`config.mk`:
```
export PLATFORM = sky130hd
export DESIGN_NAME = source_line_classifier
export DESIGN_NICKNAME = d
export VERILOG_FILES = /design/src/design/slc_pkg.sv /design/src/design/source_line_classifier.sv /design/src/design/slc_cfg.sv /design/src/design/slc_scan.sv /design/src/design/slc_counters.sv
export SDC_FILE = /design/constraint.sdc
export NUM_CORES = 1
export LEC_CHECK = 0
export BUFFER_PORTS_ARGS = -buffer_cell sky130_fd_sc_hd__buf_4
export CORE_UTILIZATION = 25
export DETAILED_ROUTE_END_ITERATION = 7
export GPL_TIMING_DRIVEN = 0
export HOLD_SLACK_MARGIN = 0.12
export PLACE_DENSITY = 0.43
export SLEW_MARGIN = 20
export SYNTH_ARGS = -nofsm -noshare
export SYNTH_HDL_FRONTEND = slang
export SYNTH_HIERARCHICAL = 1
export SYNTH_SLANG_ARGS = --single-unit
```
`constraint.sdc`:
```
create_clock -name clk -period 7.2 [get_ports clk]
set_input_delay 1.08 -clock clk [delete_from_list [all_inputs] [get_ports clk]]
set_output_delay 1.08 -clock clk [all_outputs]
set_load 0.05 [all_outputs]
```
`src/design/slc_pkg.sv`:
```
// ----------------------------------------------------------------------------
// slc_pkg
// Shared types and constants for the source line classifier.
// ----------------------------------------------------------------------------
package slc_pkg;

  localparam int BYTE_W        = 8;
  localparam int RES_W         = 32;
  localparam int RES_FIELDS    = 5;
  localparam int RES_DATA_W    = RES_W * RES_FIELDS;
  localparam int CFG_IDX_W     = 3;
  localparam int CFG_DATA_W    = 8;
  localparam int COUNT_WIDTH_D = 32;

  // configuration register indexes
  localparam logic [CFG_IDX_W-1:0] CFG_LM_FIRST  = 3'd0;
  localparam logic [CFG_IDX_W-1:0] CFG_LM_SECOND = 3'd1;
  localparam logic [CFG_IDX_W-1:0] CFG_LM_LEN    = 3'd2;
  localparam logic [CFG_IDX_W-1:0] CFG_BLK_EN    = 3'd3;
  localparam logic [CFG_IDX_W-1:0] CFG_BO_FIRST  = 3'd4;
  localparam logic [CFG_IDX_W-1:0] CFG_BO_SECOND = 3'd5;
  localparam logic [CFG_IDX_W-1:0] CFG_BC_FIRST  = 3'd6;
  localparam logic [CFG_IDX_W-1:0] CFG_BC_SECOND = 3'd7;

  // character codes
  localparam logic [BYTE_W-1:0] CHAR_NL    = 8'h0A;
  localparam logic [BYTE_W-1:0] CHAR_TAB   = 8'h09;
  localparam logic [BYTE_W-1:0] CHAR_SPACE = 8'h20;
  localparam logic [BYTE_W-1:0] CHAR_SLASH = 8'h2F;
  localparam logic [BYTE_W-1:0] CHAR_STAR  = 8'h2A;

  typedef struct packed {
    logic [BYTE_W-1:0] lm_first;
    logic [BYTE_W-1:0] lm_second;
    logic [1:0]        lm_len;
    logic              blk_en;
    logic [BYTE_W-1:0] bo_first;
    logic [BYTE_W-1:0] bo_second;
    logic [BYTE_W-1:0] bc_first;
    logic [BYTE_W-1:0] bc_second;
  } cfg_t;

  // per-line scanner flags
  typedef struct packed {
    logic has_code;
    logic has_comment;
    logic in_line;
    logic in_block;
    logic line_open;
  } flags_t;

  // one line ending: at most one class bit set
  typedef struct packed {
    logic code;
    logic comment;
    logic blank;
  } line_ev_t;

  // line endings caused by one word: held byte, final byte, open last line
  typedef struct packed {
    line_ev_t held;
    line_ev_t tail;
    line_ev_t close;
  } line_evs_t;

  // result word, first field in the highest bits
  typedef struct packed {
    logic [RES_W-1:0] byte_count;
    logic [RES_W-1:0] blank_lines;
    logic [RES_W-1:0] comment_lines;
    logic [RES_W-1:0] code_lines;
    logic [RES_W-1:0] total_lines;
  } result_t;

endpackage

```
`src/design/source_line_classifier.sv`:
```
// ----------------------------------------------------------------------------
// source_line_classifier
// Sorts the lines of a source file as code, comment-only or blank.
// ----------------------------------------------------------------------------
// Usage:
//   The s_ channel carries one file byte per word, with s_tlast on the file's
//   final byte. Each line is classed as code, comment-only or blank using the
//   comment markers in the configuration registers (a line marker of zero to
//   two bytes, and two-byte block open and close markers). Two-byte markers
//   are matched with a one-byte lookahead, so a byte is scanned when the byte
//   after it arrives.
//   On the final byte one result word leaves on the m_ channel: total, code,
//   comment and blank line counts and the byte count, each saturating at
//   all ones. All counts and line state are then cleared for the next file.
// Throughput and flow:
//   One byte per cycle sustained, except while a final byte waits in the input
//   register for the output register to drain. A word sits in the input register
//   while the scanner step and counter update run; the result word is registered
//   into the output register as the final byte leaves the input register.
// Reset and stall:
//   Reset restores C-style markers and clears counts, line state and both
//   registers. While m_tready is low a result is held in the output register;
//   bytes keep flowing until the next final byte reaches the input register,
//   which then waits for the output register to drain.
// Configuration:
//   cfg_wr_en writes cfg_data to register cfg_index; write only while idle.
// ----------------------------------------------------------------------------
module source_line_classifier #(
  parameter int COUNT_WIDTH = slc_pkg::COUNT_WIDTH_D
) (
  input  logic                           clk,
  input  logic                           rst,
  // slave side: [7:0] text_byte
  input  logic                           s_tvalid,
  output logic                           s_tready,
  input  logic [slc_pkg::BYTE_W-1:0]     s_tdata,
  input  logic                           s_tlast,
  // master side: [31:0] total_lines, [63:32] code_lines, [95:64] comment_lines,
  //              [127:96] blank_lines, [159:128] byte_count
  output logic                           m_tvalid,
  input  logic                           m_tready,
  output logic [slc_pkg::RES_DATA_W-1:0] m_tdata,
  // configuration write port
  input  logic                           cfg_wr_en,
  input  logic [slc_pkg::CFG_IDX_W-1:0]  cfg_index,
  input  logic [slc_pkg::CFG_DATA_W-1:0] cfg_data
);
  import slc_pkg::*;

  cfg_t              cfg;

  // input register
  logic              in_full;
  logic [BYTE_W-1:0] in_byte;
  logic              in_last;

  // scanner state
  flags_t            flags;
  flags_t            flags_next;
  logic [BYTE_W-1:0] held_byte;
  logic              held_valid;
  logic              held_valid_next;
  line_evs_t         evs;

  // output register
  logic              out_full;
  result_t           result;
  result_t           out_data;

  logic              advance;

  // the final byte may only move on when the output register is free or draining
  assign advance  = in_full && (!in_last || !out_full || m_tready);
  assign s_tready = !in_full || advance;
  assign m_tvalid = out_full;
  assign m_tdata  = out_data;

  slc_cfg u_cfg (
    .clk       (clk),
    .rst       (rst),
    .cfg_wr_en (cfg_wr_en),
    .cfg_index (cfg_index),
    .cfg_data  (cfg_data),
    .cfg       (cfg)
  );

  slc_scan u_scan (
    .cfg             (cfg),
    .flags           (flags),
    .held_byte       (held_byte),
    .held_valid      (held_valid),
    .text_byte       (in_byte),
    .end_of_file     (in_last),
    .flags_next      (flags_next),
    .held_valid_next (held_valid_next),
    .evs             (evs)
  );

  slc_counters #(
    .COUNT_WIDTH (COUNT_WIDTH)
  ) u_counters (
    .clk         (clk),
    .rst         (rst),
    .advance     (advance),
    .end_of_file (in_last),
    .evs         (evs),
    .result      (result)
  );

  // capture a word whenever the input register frees up
  always_ff @(posedge clk) begin
    if (rst) begin
      in_full <= 1'b0;
    end else if (s_tready) begin
      in_full <= s_tvalid;
    end
  end

  always_ff @(posedge clk) begin
    if (s_tready && s_tvalid) begin
      in_byte <= s_tdata;
      in_last <= s_tlast;
    end
  end

  // advance the scanner state by one byte
  always_ff @(posedge clk) begin
    if (rst) begin
      flags      <= '0;
      held_valid <= 1'b0;
      held_byte  <= '0;
    end else if (advance) begin
      flags      <= flags_next;
      held_valid <= held_valid_next;
      held_byte  <= in_last ? '0 : in_byte;
    end
  end

  // hold the result until the receiver takes it
  always_ff @(posedge clk) begin
    if (rst) begin
      out_full <= 1'b0;
    end else if (advance && in_last) begin
      out_full <= 1'b1;
    end else if (m_tready) begin
      out_full <= 1'b0;
    end
  end

  always_ff @(posedge clk) begin
    if (advance && in_last) begin
      out_data <= result;
    end
  end

endmodule

```
`src/design/slc_cfg.sv`:
```
// ----------------------------------------------------------------------------
// slc_cfg
// Comment marker registers, written through a plain write port.
// ----------------------------------------------------------------------------
module slc_cfg (
  input  logic                           clk,
  input  logic                           rst,
  input  logic                           cfg_wr_en,
  input  logic [slc_pkg::CFG_IDX_W-1:0]  cfg_index,
  input  logic [slc_pkg::CFG_DATA_W-1:0] cfg_data,
  output slc_pkg::cfg_t                  cfg
);
  import slc_pkg::*;

  always_ff @(posedge clk) begin
    if (rst) begin
      cfg.lm_first  <= CHAR_SLASH;
      cfg.lm_second <= CHAR_SLASH;
      cfg.lm_len    <= 2'd2;
      cfg.blk_en    <= 1'b1;
      cfg.bo_first  <= CHAR_SLASH;
      cfg.bo_second <= CHAR_STAR;
      cfg.bc_first  <= CHAR_STAR;
      cfg.bc_second <= CHAR_SLASH;
    end else if (cfg_wr_en) begin
      unique case (cfg_index)
        CFG_LM_FIRST:  cfg.lm_first  <= cfg_data;
        CFG_LM_SECOND: cfg.lm_second <= cfg_data;
        CFG_LM_LEN:    cfg.lm_len    <= cfg_data[1:0];
        CFG_BLK_EN:    cfg.blk_en    <= cfg_data[0];
        CFG_BO_FIRST:  cfg.bo_first  <= cfg_data;
        CFG_BO_SECOND: cfg.bo_second <= cfg_data;
        CFG_BC_FIRST:  cfg.bc_first  <= cfg_data;
        CFG_BC_SECOND: cfg.bc_second <= cfg_data;
        default: ;
      endcase
    end
  end

endmodule

```
`src/design/slc_scan.sv`:
```
// ----------------------------------------------------------------------------
// slc_scan
// Per-word scanner step: scans the held byte against the new byte as
// lookahead, and on the final byte scans that byte and closes the last line.
// ----------------------------------------------------------------------------
module slc_scan (
  input  slc_pkg::cfg_t                cfg,
  input  slc_pkg::flags_t              flags,
  input  logic [slc_pkg::BYTE_W-1:0]   held_byte,
  input  logic                         held_valid,
  input  logic [slc_pkg::BYTE_W-1:0]   text_byte,
  input  logic                         end_of_file,
  output slc_pkg::flags_t              flags_next,
  output logic                         held_valid_next,
  output slc_pkg::line_evs_t           evs
);
  import slc_pkg::*;

  typedef struct packed {
    flags_t   f;
    logic     consumed;
    line_ev_t ev;
  } scan_res_t;

  function automatic line_ev_t line_class(flags_t f);
    line_ev_t e;
    e.code    = f.has_code;
    e.comment = !f.has_code && (f.has_comment || f.in_block);
    e.blank   = !f.has_code && !f.has_comment && !f.in_block;
    return e;
  endfunction

  function automatic scan_res_t scan_one(flags_t f, cfg_t c, logic [BYTE_W-1:0] ch,
                                         logic [BYTE_W-1:0] la, logic la_ok);
    scan_res_t r;
    logic      ok;
    r.f        = f;
    r.consumed = 1'b0;
    r.ev       = '0;
    ok         = la_ok && (la != CHAR_NL);
    if (ch == CHAR_NL) begin
      r.ev            = line_class(f);
      r.f.has_code    = 1'b0;
      r.f.has_comment = 1'b0;
      r.f.in_line     = 1'b0;
      r.f.line_open   = 1'b0;
    end else begin
      r.f.line_open = 1'b1;
      if (f.in_block) begin
        r.f.has_comment = 1'b1;
        if (c.blk_en && ch == c.bc_first && ok && la == c.bc_second) begin
          r.f.in_block = 1'b0;
          r.consumed   = 1'b1;
        end
      end else if (f.in_line) begin
        r.consumed = 1'b0;
      end else if (c.lm_len == 2'd1 && ch == c.lm_first) begin
        r.f.in_line     = 1'b1;
        r.f.has_comment = 1'b1;
      end else if (c.lm_len[1] && ch == c.lm_first && ok && la == c.lm_second) begin
        r.f.in_line     = 1'b1;
        r.f.has_comment = 1'b1;
        r.consumed      = 1'b1;
      end else if (c.blk_en && ch == c.bo_first && ok && la == c.bo_second) begin
        r.f.in_block    = 1'b1;
        r.f.has_comment = 1'b1;
        r.consumed      = 1'b1;
      end else if (ch != CHAR_SPACE && ch != CHAR_TAB) begin
        r.f.has_code = 1'b1;
      end
    end
    return r;
  endfunction

  scan_res_t s1;
  scan_res_t s2;

  always_comb begin
    s1 = '{f: flags, consumed: 1'b0, ev: '0};
    if (held_valid) begin
      s1 = scan_one(flags, cfg, held_byte, text_byte, 1'b1);
    end
    // final byte: scan it with no lookahead unless the held byte took it
    s2 = '{f: s1.f, consumed: 1'b0, ev: '0};
    if (!s1.consumed) begin
      s2 = scan_one(s1.f, cfg, text_byte, '0, 1'b0);
    end

    evs.held  = s1.ev;
    evs.tail  = end_of_file ? s2.ev : '0;
    evs.close = (end_of_file && s2.f.line_open) ? line_class(s2.f) : '0;

    flags_next      = end_of_file ? '0 : s1.f;
    held_valid_next = !end_of_file && !s1.consumed;
  end

endmodule

```
`src/design/slc_counters.sv`:
```
// ----------------------------------------------------------------------------
// slc_counters
// Saturating line and byte counters with the result word built from them.
// ----------------------------------------------------------------------------
module slc_counters #(
  parameter int COUNT_WIDTH = slc_pkg::COUNT_WIDTH_D
) (
  input  logic               clk,
  input  logic               rst,
  input  logic               advance,
  input  logic               end_of_file,
  input  slc_pkg::line_evs_t evs,
  output slc_pkg::result_t   result
);
  import slc_pkg::*;

  logic [COUNT_WIDTH-1:0] total_count;
  logic [COUNT_WIDTH-1:0] code_count;
  logic [COUNT_WIDTH-1:0] comment_count;
  logic [COUNT_WIDTH-1:0] blank_count;
  logic [COUNT_WIDTH-1:0] bytes_seen;

  logic [COUNT_WIDTH-1:0] total_next;
  logic [COUNT_WIDTH-1:0] code_next;
  logic [COUNT_WIDTH-1:0] comment_next;
  logic [COUNT_WIDTH-1:0] blank_next;
  logic [COUNT_WIDTH-1:0] bytes_next;

  logic [1:0] code_inc;
  logic [1:0] comment_inc;
  logic [1:0] blank_inc;
  logic [1:0] total_inc;

  function automatic logic [COUNT_WIDTH-1:0] sat_add(logic [COUNT_WIDTH-1:0] v,
                                                     logic [1:0] inc);
    logic [COUNT_WIDTH:0] sum;
    sum = {1'b0, v} + (COUNT_WIDTH+1)'(inc);
    return sum[COUNT_WIDTH] ? {COUNT_WIDTH{1'b1}} : sum[COUNT_WIDTH-1:0];
  endfunction

  // clamp to the 32-bit result field
  function automatic logic [RES_W-1:0] to_res(logic [COUNT_WIDTH-1:0] v);
    logic [63:0] ext;
    ext = 64'(v);
    return (ext[63:RES_W] != '0) ? {RES_W{1'b1}} : ext[RES_W-1:0];
  endfunction

  always_comb begin
    code_inc    = {1'b0, evs.held.code} + {1'b0, evs.tail.code} + {1'b0, evs.close.code};
    comment_inc = {1'b0, evs.held.comment} + {1'b0, evs.tail.comment}
                + {1'b0, evs.close.comment};
    blank_inc   = {1'b0, evs.held.blank} + {1'b0, evs.tail.blank} + {1'b0, evs.close.blank};
    total_inc   = code_inc + comment_inc + blank_inc;

    total_next   = sat_add(total_count, total_inc);
    code_next    = sat_add(code_count, code_inc);
    comment_next = sat_add(comment_count, comment_inc);
    blank_next   = sat_add(blank_count, blank_inc);
    bytes_next   = sat_add(bytes_seen, 2'd1);

    result.total_lines   = to_res(total_next);
    result.code_lines    = to_res(code_next);
    result.comment_lines = to_res(comment_next);
    result.blank_lines   = to_res(blank_next);
    result.byte_count    = to_res(bytes_next);
  end

  always_ff @(posedge clk) begin
    if (rst || (advance && end_of_file)) begin
      total_count   <= '0;
      code_count    <= '0;
      comment_count <= '0;
      blank_count   <= '0;
      bytes_seen    <= '0;
    end else if (advance) begin
      total_count   <= total_next;
      code_count    <= code_next;
      comment_count <= comment_next;
      blank_count   <= blank_next;
      bytes_seen    <= bytes_next;
    end
  end

endmodule

```
==> reports/qor.txt <==
Vias in the first global route = 16600
Least-Margin Pin Slew = 1.18 ns
Met2 wire length = 32300 um
DR iter-0 viols = 1395
Placed Area = 22900 sq um
Critical Path RT = 7.54 ns
Root Driver = clkbuf_16
Via count = 17400
Setup TNS = 0 ns
CTS tree = built
Relative slew slack = 21.3%
DRC = 0
Die Ht = 286 um
Fillers = 8308
HPWL Detailed = 51200 um
Hold Vio Cnt, Final = 0
Synth warn = 6
Crit. End Element = flip-flop
Critical-path maximum fanout = 10
Lkg Pwr = 9.41 nW
Placer Congestion = 0.866
Power Dens Cells = 213 nW/um^2
Initial antenna violation count = 3
CTS buffer count = 49
Kind of critical path = flip-flop to flip-flop
Fraction of layout cells with a size suffix above 1 = 15.6%
Final clock period utilization by the worst path = 95.9%
Post-route cell area = 24600 sq um
Number of max-cap violations = 0
Die footprint = 81500 sq um
Status = complete, no violations
Worst endpoint data arrival time = 7.24 ns
Hold WC Path Type = flip-flop to flip-flop
Num Clock Sinks = 395
Port bufs = 182
Die width = 286 um
Worst-skew pair later-pin latency = 0.59 ns
Syn Nets = 2155
DRT Pass-1 Iters = 6
Tmin final = 6.91 ns
Final #Nets = 2388
Clk buf depth = 3
Clock transition at the registers of the reported paths = 0.06 ns
H-tree lvl count = 2
First-pass GRT wire length = 105000 um
IO Count = 187
Maximum clock frequency = 0.145 GHz
Post-Syn Instances = 2114
Area delta synth->final = 22.2%
Core Footprint = 79300 sq um
Fin. max-slew vios = 0
Met3 Wirelength = 4870 um
Mapped cell area = 20100 sq um
Initial Util = 25.4%
DR vias/cell = 5.05
RSZ-0062 raised after global routing = false
WL per Instance = 20.7 um
Final setup fails = 0
Post-synthesis area per instance = 9.51 sq um
Tot GR Track Use = 17.0%
Worst hold slack = 0.487 ns
Setup Fix Bufs, Post-CTS = 0
Peak supply drop = 0.000119 V
Largest net degree at the start of global routing = 57
Gr ovfl total = 0
Row cnt = 103
Overall power = 5.24 mW
Worst Setup Start Kind = flip-flop
Max layer used = met4
ANT nets after route = 0
M1 WL = 31800 um
Setup Skew = 0.0241 ns
Final WL = 71100 um
[through the flow]
stage	util, %	setup WS (ns)	instances
6_report	31.0	0.295	3439
4_1_cts	31.0	0.0612	3441
3_3_place_gp	28.7	-0.287	3346
5_1_grt	31.0	0.0480	3438
3_5_place_dp	28.8	-0.127	3349
2_1_floorplan	-	1.70	2114
[final timing paths]
kind / slack [ns] / depth (start not counted) / start / endpoint
worst min register to register: 0.49 / 2 / u_cfg/cfg[28]$_SDFFE_PP0P_ / u_cfg/cfg[28]$_SDFFE_PP0P_
worst min-delay path: 0.49 / 2 / u_cfg/cfg[28]$_SDFFE_PP0P_ / u_cfg/cfg[28]$_SDFFE_PP0P_
worst max register to register: 0.29 / 20 / in_byte[1]$_DFFE_PP_ / m_tdata[18]$_DFFE_PP_
worst max-delay path: 0.29 / 20 / in_byte[1]$_DFFE_PP_ / m_tdata[18]$_DFFE_PP_
[power breakdown]
| group | total [mW] | leakage, nW | internal, mW | switching [mW] |
|---|---|---|---|---|
| combinational | 0.270 | 4.92 | 0.0740 | 0.196 |
| sequential | 2.37 | 3.65 | 2.35 | 0.0223 |
| clock | 2.59 | 0.836 | 1.56 | 1.03 |
[sequential cells by signal (all words and copies together) (netlist names)]
register,flops
m_tdata,160
u_cfg/cfg,51
u_counters/blank_count,32
u_counters/bytes_seen,32
u_counters/code_count,32
u_counters/comment_count,32
u_counters/total_count,32
held_byte,8
in_byte,8
flags,4
held_valid,1
in_full,1
in_last,1
m_tvalid,1
[layout by cell type, fill, tap and decap left out, types with 67 or more instances in the layout]
cell and count:
dfxtp_1 226, nand2_1 191, buf_4 184, edfxtp_1 169, nor2_1 151, nor3_1 135
o21ai_0 112, xnor2_1 103, clkbuf_1 96, nand3_1 80, a21oi_1 75, nand4_1 67
[per-layer routing]
| metal | vias up | global-route usage, % |
|---|---|---|
| li1 | 8261 | - |
| met1 | 8405 | 22.4 |
| met2 | 571 | 27.3 |
| met3 | 114 | 3.83 |
| met4 | 0 | 5.68 |
| met5 | - | 0 |
[what timing repair did]
action                                  4_1_cts  5_1_grt
resized for setup                             1        3
hold buffers                                  0        0
endpoints found under the setup margin        5       16
[layout make-up]
| class | instances | area, sq um | share of cell area, % |
|---|---|---|---|
| Clock inverter | 29 | 274 | 1.12 |
| Inverter | 37 | 139 | 0.566 |
| Clock buffer | 63 | 1410 | 5.76 |
| Sequential cell | 395 | 9600 | 39.1 |
| Antenna cell | 1 | 2.50 | 0.0102 |
| Tap cell | 1050 | 1310 | 5.35 |
| Multi-Input combinational cell | 1531 | 9700 | 39.5 |
| Timing Repair Buffer | 185 | 1440 | 5.87 |
| Buffer | 148 | 672 | 2.74 |
[critical path, stage by stage, from the launching register on]
cell and delay, ns:
edfxtp_1 0.38, clkbuf_1 0.39, xnor2_1 0.18, nand4_1 0.11, or4_1 0.55, or2_2 0.33
o311ai_1 0.48, nor3b_1 0.27, inv_1 0.09, fa_1 0.75, xnor2_1 0.17, ha_1 0.16
a21oi_1 0.05, xnor2_1 0.40, fa_1 0.38, nand3_1 0.43, nor4_2 0.35, nand4b_1 0.29
clkbuf_2 0.35, clkbuf_2 0.32, o21ai_0 0.24
Note: power is estimated with default switching activity, not from simulation.
